==> config.mk <==
export PLATFORM = sky130hd
export DESIGN_NAME = ppode_ctrl
export DESIGN_NICKNAME = d
export VERILOG_FILES = /design/src/hw/rtl/ppode_pkg.sv /design/src/hw/rtl/ppode_ctrl.sv
export SDC_FILE = /design/constraint.sdc
export NUM_CORES = 1
export LEC_CHECK = 0
export BUFFER_PORTS_ARGS = -buffer_cell sky130_fd_sc_hd__buf_2
export CELL_PAD_IN_SITES_DETAIL_PLACEMENT = 0
export CELL_PAD_IN_SITES_GLOBAL_PLACEMENT = 1
export CORE_MARGIN = 5
export CORE_UTILIZATION = 33
export DETAILED_ROUTE_END_ITERATION = 6
export GPL_TIMING_DRIVEN = 0
export PLACE_DENSITY = 0.75
export SYNTH_ARGS = -nofsm -noshare
export SYNTH_HDL_FRONTEND = slang
export SYNTH_SLANG_ARGS = --single-unit
==> constraint.sdc <==
create_clock -name i_clk -period 1.5 [get_ports i_clk]
set_clock_uncertainty 0.2 [all_clocks]
set_input_delay 0.225 -clock i_clk [delete_from_list [all_inputs] [get_ports i_clk]]
set_output_delay 0.225 -clock i_clk [all_outputs]
set_load 0.01 [all_outputs]
==> src/hw/rtl/ppode_pkg.sv <==
// ----------------------------------------------------------------------------
// ppode_pkg: shared types, constants and saturating helpers
// Fixed-point format, command and status bundles, and the saturating add,
// negate, halve and product rounding used by the predator-prey stepper.
// ----------------------------------------------------------------------------
package ppode_pkg;

    localparam int VALUE_WIDTH   = 32;
    localparam int FRACTION_BITS = 16;
    localparam int CNT_WIDTH     = 20;
    localparam int STEP_WIDTH    = 31;
    localparam int CFG_IDX_WIDTH = 3;
    localparam int CFG_DATA_WIDTH = 32;

    // Shared multiplier: signed operands one bit wider than a value so that
    // magnitudes and unsigned constants fit.
    localparam int MUL_WIDTH  = VALUE_WIDTH + 1;
    localparam int PROD_WIDTH = 2 * MUL_WIDTH;

    // n / 6 for n below 2**32 equals (n * 0xAAAAAAAB) >> 34.
    localparam logic signed [MUL_WIDTH-1:0] DIV6_RECIP = 33'sh0_AAAA_AAAB;
    localparam int DIV6_SHIFT = 34;

    localparam int S_TDATA_WIDTH = 2 * VALUE_WIDTH;
    localparam int M_FIELD_WIDTH = 2 * VALUE_WIDTH + CNT_WIDTH;
    localparam int M_TDATA_WIDTH = ((M_FIELD_WIDTH + 7) / 8) * 8;

    typedef logic signed [VALUE_WIDTH-1:0] t_val;

    localparam t_val VMAX = {1'b0, {(VALUE_WIDTH-1){1'b1}}};
    localparam t_val VMIN = {1'b1, {(VALUE_WIDTH-1){1'b0}}};

    // Configuration register indexes.
    localparam logic [CFG_IDX_WIDTH-1:0] CFG_PREY_GROWTH    = 3'd0;
    localparam logic [CFG_IDX_WIDTH-1:0] CFG_PREY_PREDATION = 3'd1;
    localparam logic [CFG_IDX_WIDTH-1:0] CFG_PRED_DEATH     = 3'd2;
    localparam logic [CFG_IDX_WIDTH-1:0] CFG_PRED_GAIN      = 3'd3;
    localparam logic [CFG_IDX_WIDTH-1:0] CFG_STEP_SIZE      = 3'd4;
    localparam logic [CFG_IDX_WIDTH-1:0] CFG_STEP_LIMIT     = 3'd5;
    localparam logic [CFG_IDX_WIDTH-1:0] CFG_METHOD         = 3'd6;

    localparam t_val                   RST_COEF   = 32'sd65536;
    localparam logic [STEP_WIDTH-1:0]  RST_STEP   = 31'd655;
    localparam logic [CNT_WIDTH-1:0]   RST_LIMIT  = 20'd1000;

    localparam logic KIND_LOAD   = 1'b0;
    localparam logic KIND_STEP   = 1'b1;
    localparam logic METHOD_EULER = 1'b0;
    localparam logic METHOD_RK4   = 1'b1;

    // Multiplier operations; each names its operands and its write-back.
    typedef enum logic [2:0] {
        MOP_M1,   // prey_predation * y   -> a = growth - p
        MOP_M2,   // pred_gain * x        -> b = p - death
        MOP_FX,   // a * x                -> fx
        MOP_FY,   // b * y                -> fy
        MOP_KX,   // h * fx               -> kx
        MOP_KY,   // h * fy               -> ky
        MOP_DX,   // |acc_x| / 6          -> prey update
        MOP_DY    // |acc_y| / 6          -> predator update
    } t_mop;

    typedef enum logic [2:0] {
        ST_IDLE,
        ST_SLOPE,
        ST_COMB,
        ST_DIV,
        ST_DONE
    } t_state;

    typedef struct packed {
        logic       load;
        logic       start;
        logic       mop_valid;
        t_mop       mop;
        logic       comb;
        logic [1:0] stage;
        logic       bump;
        logic       out_load;
        logic       out_done;
    } t_cmd;

    typedef struct packed {
        logic method;
        logic past_limit;
    } t_status;

    function automatic t_val sat_add(input t_val a, input t_val b);
        logic signed [VALUE_WIDTH:0] s;
        s = {a[VALUE_WIDTH-1], a} + {b[VALUE_WIDTH-1], b};
        if (s[VALUE_WIDTH] != s[VALUE_WIDTH-1]) begin
            return s[VALUE_WIDTH] ? VMIN : VMAX;
        end
        return s[VALUE_WIDTH-1:0];
    endfunction

    function automatic t_val sat_neg(input t_val a);
        if (a == VMIN) begin
            return VMAX;
        end
        return -a;
    endfunction

    // Halving that truncates toward zero.
    function automatic t_val half_tz(input t_val a);
        t_val t;
        t = a + {{(VALUE_WIDTH-1){1'b0}}, a[VALUE_WIDTH-1]};
        return t >>> 1;
    endfunction

    // Round to nearest, ties away from zero, then saturate to a value.
    function automatic t_val round_sat(input logic signed [PROD_WIDTH-1:0] p);
        logic signed [PROD_WIDTH-1:0] r;
        logic signed [PROD_WIDTH-1:0] half;
        logic signed [PROD_WIDTH-1:0] pmax;
        logic signed [PROD_WIDTH-1:0] pmin;
        half = {{(PROD_WIDTH-FRACTION_BITS){1'b0}}, 1'b1, {(FRACTION_BITS-1){1'b0}}};
        pmax = VMAX;
        pmin = VMIN;
        r = p + half;
        if (p[PROD_WIDTH-1]) begin
            r = r - 1;
        end
        r = r >>> FRACTION_BITS;
        if (r > pmax) begin
            return VMAX;
        end
        if (r < pmin) begin
            return VMIN;
        end
        return r[VALUE_WIDTH-1:0];
    endfunction

endpackage

==> src/hw/rtl/ppode_ctrl.sv <==
// ----------------------------------------------------------------------------
// ppode_ctrl: stepper sequencer
// Accepts items, issues the multiplier operation sequence for each slope
// evaluation, the combine and divide steps, and hands results to the output.
// ----------------------------------------------------------------------------
module ppode_ctrl (
    input  logic                i_clk,
    input  logic                i_rst_n,
    input  logic                i_s_tvalid,
    input  logic                i_kind,
    output logic                o_s_tready,
    output logic                o_m_tvalid,
    input  logic                i_m_tready,
    input  ppode_pkg::t_status  i_status,
    output ppode_pkg::t_cmd     o_cmd
);
    import ppode_pkg::*;

    t_state      r_state, n_state;
    logic [2:0]  r_cnt, n_cnt;
    logic [1:0]  r_stage, n_stage;
    logic        r_done, n_done;
    logic        r_out_valid, n_out_valid;

    always_ff @(posedge i_clk) begin
        if (!i_rst_n) begin
            r_state     <= ST_IDLE;
            r_cnt       <= '0;
            r_stage     <= '0;
            r_done      <= 1'b0;
            r_out_valid <= 1'b0;
        end else begin
            r_state     <= n_state;
            r_cnt       <= n_cnt;
            r_stage     <= n_stage;
            r_done      <= n_done;
            r_out_valid <= n_out_valid;
        end
    end

    always_comb begin
        n_state  = r_state;
        n_cnt    = r_cnt;
        n_stage  = r_stage;
        n_done   = r_done;
        o_cmd    = '0;
        o_cmd.mop      = MOP_M1;
        o_cmd.stage    = r_stage;
        o_cmd.out_done = r_done;
        o_s_tready = 1'b0;
        n_out_valid = r_out_valid && !i_m_tready;

        case (r_state)
            ST_IDLE: begin
                o_s_tready = 1'b1;
                if (i_s_tvalid) begin
                    if (i_kind == KIND_LOAD) begin
                        o_cmd.load = 1'b1;
                        n_done  = 1'b0;
                        n_state = ST_DONE;
                    end else if (i_status.past_limit) begin
                        n_done  = 1'b1;
                        n_state = ST_DONE;
                    end else begin
                        o_cmd.start = 1'b1;
                        n_done  = 1'b0;
                        n_stage = '0;
                        n_cnt   = '0;
                        n_state = ST_SLOPE;
                    end
                end
            end
            ST_SLOPE: begin
                // Six back-to-back products, then a drain step that issues none.
                o_cmd.mop_valid = (r_cnt != 3'd6);
                case (r_cnt)
                    3'd0:    o_cmd.mop = MOP_M1;
                    3'd1:    o_cmd.mop = MOP_M2;
                    3'd2:    o_cmd.mop = MOP_FX;
                    3'd3:    o_cmd.mop = MOP_FY;
                    3'd4:    o_cmd.mop = MOP_KX;
                    3'd5:    o_cmd.mop = MOP_KY;
                    default: o_cmd.mop = MOP_M1;
                endcase
                if (r_cnt == 3'd6) begin
                    n_cnt   = '0;
                    n_state = ST_COMB;
                end else begin
                    n_cnt = r_cnt + 3'd1;
                end
            end
            ST_COMB: begin
                o_cmd.comb = 1'b1;
                if (i_status.method == METHOD_EULER) begin
                    o_cmd.bump = 1'b1;
                    n_state = ST_DONE;
                end else if (r_stage == 2'd3) begin
                    n_cnt   = '0;
                    n_state = ST_DIV;
                end else begin
                    n_stage = r_stage + 2'd1;
                    n_state = ST_SLOPE;
                end
            end
            ST_DIV: begin
                o_cmd.mop_valid = (r_cnt != 3'd2);
                o_cmd.mop = (r_cnt == 3'd0) ? MOP_DX : MOP_DY;
                if (r_cnt == 3'd2) begin
                    o_cmd.bump = 1'b1;
                    n_state = ST_DONE;
                end else begin
                    n_cnt = r_cnt + 3'd1;
                end
            end
            ST_DONE: begin
                if (!r_out_valid || i_m_tready) begin
                    o_cmd.out_load = 1'b1;
                    n_out_valid = 1'b1;
                    n_state = ST_IDLE;
                end
            end
            default: begin
                n_state = ST_IDLE;
            end
        endcase
    end

    assign o_m_tvalid = r_out_valid;

    a_past_limit_done: assert property (@(posedge i_clk) disable iff (!i_rst_n)
        (r_state == ST_IDLE && i_s_tvalid && i_kind == KIND_STEP && i_status.past_limit)
        |=> (r_state == ST_DONE && r_done))
        else $error("past-limit step did not go straight to done");

    a_valid_from_done: assert property (@(posedge i_clk) disable iff (!i_rst_n)
        (!$past(r_out_valid) && r_out_valid) |-> ($past(r_state) == ST_DONE))
        else $error("result valid raised outside the done state");

    a_bump_then_done: assert property (@(posedge i_clk) disable iff (!i_rst_n)
        o_cmd.bump |=> (r_state == ST_DONE && !r_done))
        else $error("counter advanced without a computed result following");

    a_no_issue_idle: assert property (@(posedge i_clk) disable iff (!i_rst_n)
        o_cmd.mop_valid |-> !o_s_tready)
        else $error("multiplier issued while accepting input");

endmodule

==> impl_metrics.toml <==
[clocking]
cts_buffer_depth = 2
path_clk_slew_ns = 0.07
clock_sinks = 10
numCtsBuffers = 3
htreeDepth = 1
hold_buffers = 0
clock_latency_ns = 0.27
cts-root-buf = "clkbuf_4"
cts_tree = "built"

[floorplanning]
die_h_um = 59.6
initial_core_util = 0.337
die_w_um = 59.6
core_um2 = 2410
io_pins = 21
rows = 18
dieArea_um2 = 3550

[grt]
grt_pass1_vias = 942
grt_overflow = 0
grt_max_degree = 11
grt_pass1_wl_mm = 4.22
grt_use_total = 0.156
antenna_found_initial = 0

[yosys]
synth_async_sr_flop_share = 0
synth-seq-area-share = 0.247
syn_inst = 100
ys.flop_type = "dfxtp_1"
syn_avg_cell_area_um2 = 8.12
yosys_warnings = 0
yosysUniqueCellTypes = 37
synth_fp_nets = 113
syn_area_um2 = 812
synth_seq_cells = 10
synth_edf_count = 0

[sta]
period_share = 1.33
tightest_slew_ns = 0.303
max_freq_mhz = 503
final_hold_viol_count = 0
min_period_ns = 1.99
final_max_slew_viol_count = 0
layout_setup_ws_ns = -0.490
rsz0062_at_grt = "yes"
relSlewSlack = 0.798
setup_viol = 19

[critical_path]
cp_slowest_cell = "or4b_4"
start_kind = "flip-flop"
crit_chain = "buf_6 > or4b_4 > nor3b_4 > buf_2"
worst_path_dominant_cell_family = "simple AND/OR/NAND/NOR gates"
worstPathArrival_ns = 1.56
end_kind = "output pin"
crit_type = "reg -> out"
worstPathMaxFanout = 3
critPathMaxStageDelay_ns = 0.53
cp.required_ns = 1.07
cp.buffers_inverters = 2

[finish]
final_cells = 178
final_util = 0.629
drive_above_1_share = 0.642
syn2layout_area_growth_pct = 86.7
num_antenna_cells = 0
final_area_um2 = 1520
fin_nets = 163

[outcome]
violations = "negative setup slack"
status = "complete, but fails checks"

[place]
portBuffers = 20
dpl_cell_area_um2 = 997
place_inst = 150
place.gp.congestion = 0.841
hpwlAfterDp_mm = 1.51

[drt]
wl_per_cell_um = 14.1
drt_iter0_markers = 26
ant_nets = 0
viasPerCell = 5.12
firstDrtPassIters = 4
wirelength_mm = 2.50
via_count = 912
drc = 0

[flow_run]
maxCapViolCount = 0

[min_path]
hp-class = "in -> reg"

[power]
ir_drop_uv = 434
leakage_nw = 0.647
power.density_nw_per_um2 = 471
sequential cells by signal, indices dropped and copies added (netlist names):
| name | cells |
|---|---|
| r_cnt | 3 |
| r_state | 3 |
| r_stage | 2 |
| o_m_tvalid | 1 |
| r_done | 1 |
cells in the mapped netlist, types with 2 or more instances:
library cell  count  share of area
nand2_1           4          0.018
nand3_1           6          0.037
nand4b_1          3          0.032
a21oi_1           7          0.043
ha_1              6          0.092
mux2i_1           5          0.062
buf_2             4          0.025
dfxtp_1          10           0.25
nor2b_1          10          0.077
nand3b_1          2          0.018
nor2_1            7          0.032
nor3_1            2          0.012
nand2b_1          5          0.039
a21boi_1          2          0.018
inv_1             4          0.018
nor3b_1           2          0.018
logic make-up (layout without fill, tap and decap cells):
logic type	Yosys count	count (layout)	synth area share
compound gates	19	19	0.174
xor+xnor	1	1	0.0108
fa+ha+maj	6	6	0.0924
buf+inv	11	59	0.0616
flops	10	10	0.247
mux	5	5	0.0616
simple gates	48	48	0.353
cells in the final DEF, fill, tap and decap left out, types with 3 or more instances in the layout:
cell type,n
dfxtp_4,3
nand2_1,4
nand3_1,3
nand2b_1,4
dfxtp_1,6
a21oi_1,3
ha_4,3
nor2b_1,5
buf_6,16
nand4b_1,3
clkbuf_4,3
nor2b_4,4
buf_2,17
buf_4,15
inv_2,3
nor2_1,4
mux2i_1,5
report_power, final:
group,internal [mW],total (mW),switching (mW)
Sequential,0.270,0.277,0.00664
Clock,0.0928,0.188,0.0947
Combinational,0.132,0.251,0.119
repair_timing:
action,4_1_cts,5_1_grt
pin swaps,22,12
setup endpoints to repair,19,20
resized for setup,56,15
setup buffers,21,6
cell type report:
cell class | instances | area [µm²]
timing repair buffer | 45 | 367
clock buffer | 3 | 22.5
tap | 30 | 37.5
inverter | 5 | 21.3
multi-input combinational | 79 | 796
buffer | 6 | 60.1
sequential | 10 | 213
fill | 191 | 893
path summary, 6_finish.rpt:
check / start / endpoint / slack [ns] / depth (start not counted)
setup / recovery: r_state[1] / o_cmd[10] / -0.49 / 4
hold / removal: i_rst_n / r_cnt[0] / 0.06 / 3
setup reg to reg: r_state[1] / r_stage[0] / -0.39 / 6
hold reg to reg: r_stage[1] / r_stage[1] / 0.30 / 2
layer usage:
metal / up-vias / GRT usage / part of all wire
li1: 451 / - / -
met1: 433 / 0.163 / 0.40
met2: 24 / 0.300 / 0.53
met3: 4 / 0.0501 / 0.054
met4: 0 / 0.0348 / 0.010
met5: - / 0 / 0
worst reg2reg max path, cell delays in order, from the launching register on:
cell and delay (ns):
dfxtp_2 0.33, buf_4 0.13, buf_6 0.11, or3b_4 0.39, a221oi_4 0.35, mux2i_1 0.23
nor2b_1 0.06
through the flow:
stage	hold slack (ns)	setup WS (ns)	power, mW	setup TNS (ns)
floorplan	0.192	-0.112	0.395	-0.255
global placement	0.274	-0.237	0.440	-2.29
detailed placement	0.285	-0.249	0.441	-2.37
CTS	0.0517	-0.496	0.694	-5.72
global route	0.0651	-0.544	0.758	-7.45
finish	0.0558	-0.490	0.715	-6.32
No activity file was read; power rests on OpenSTA's default activity.
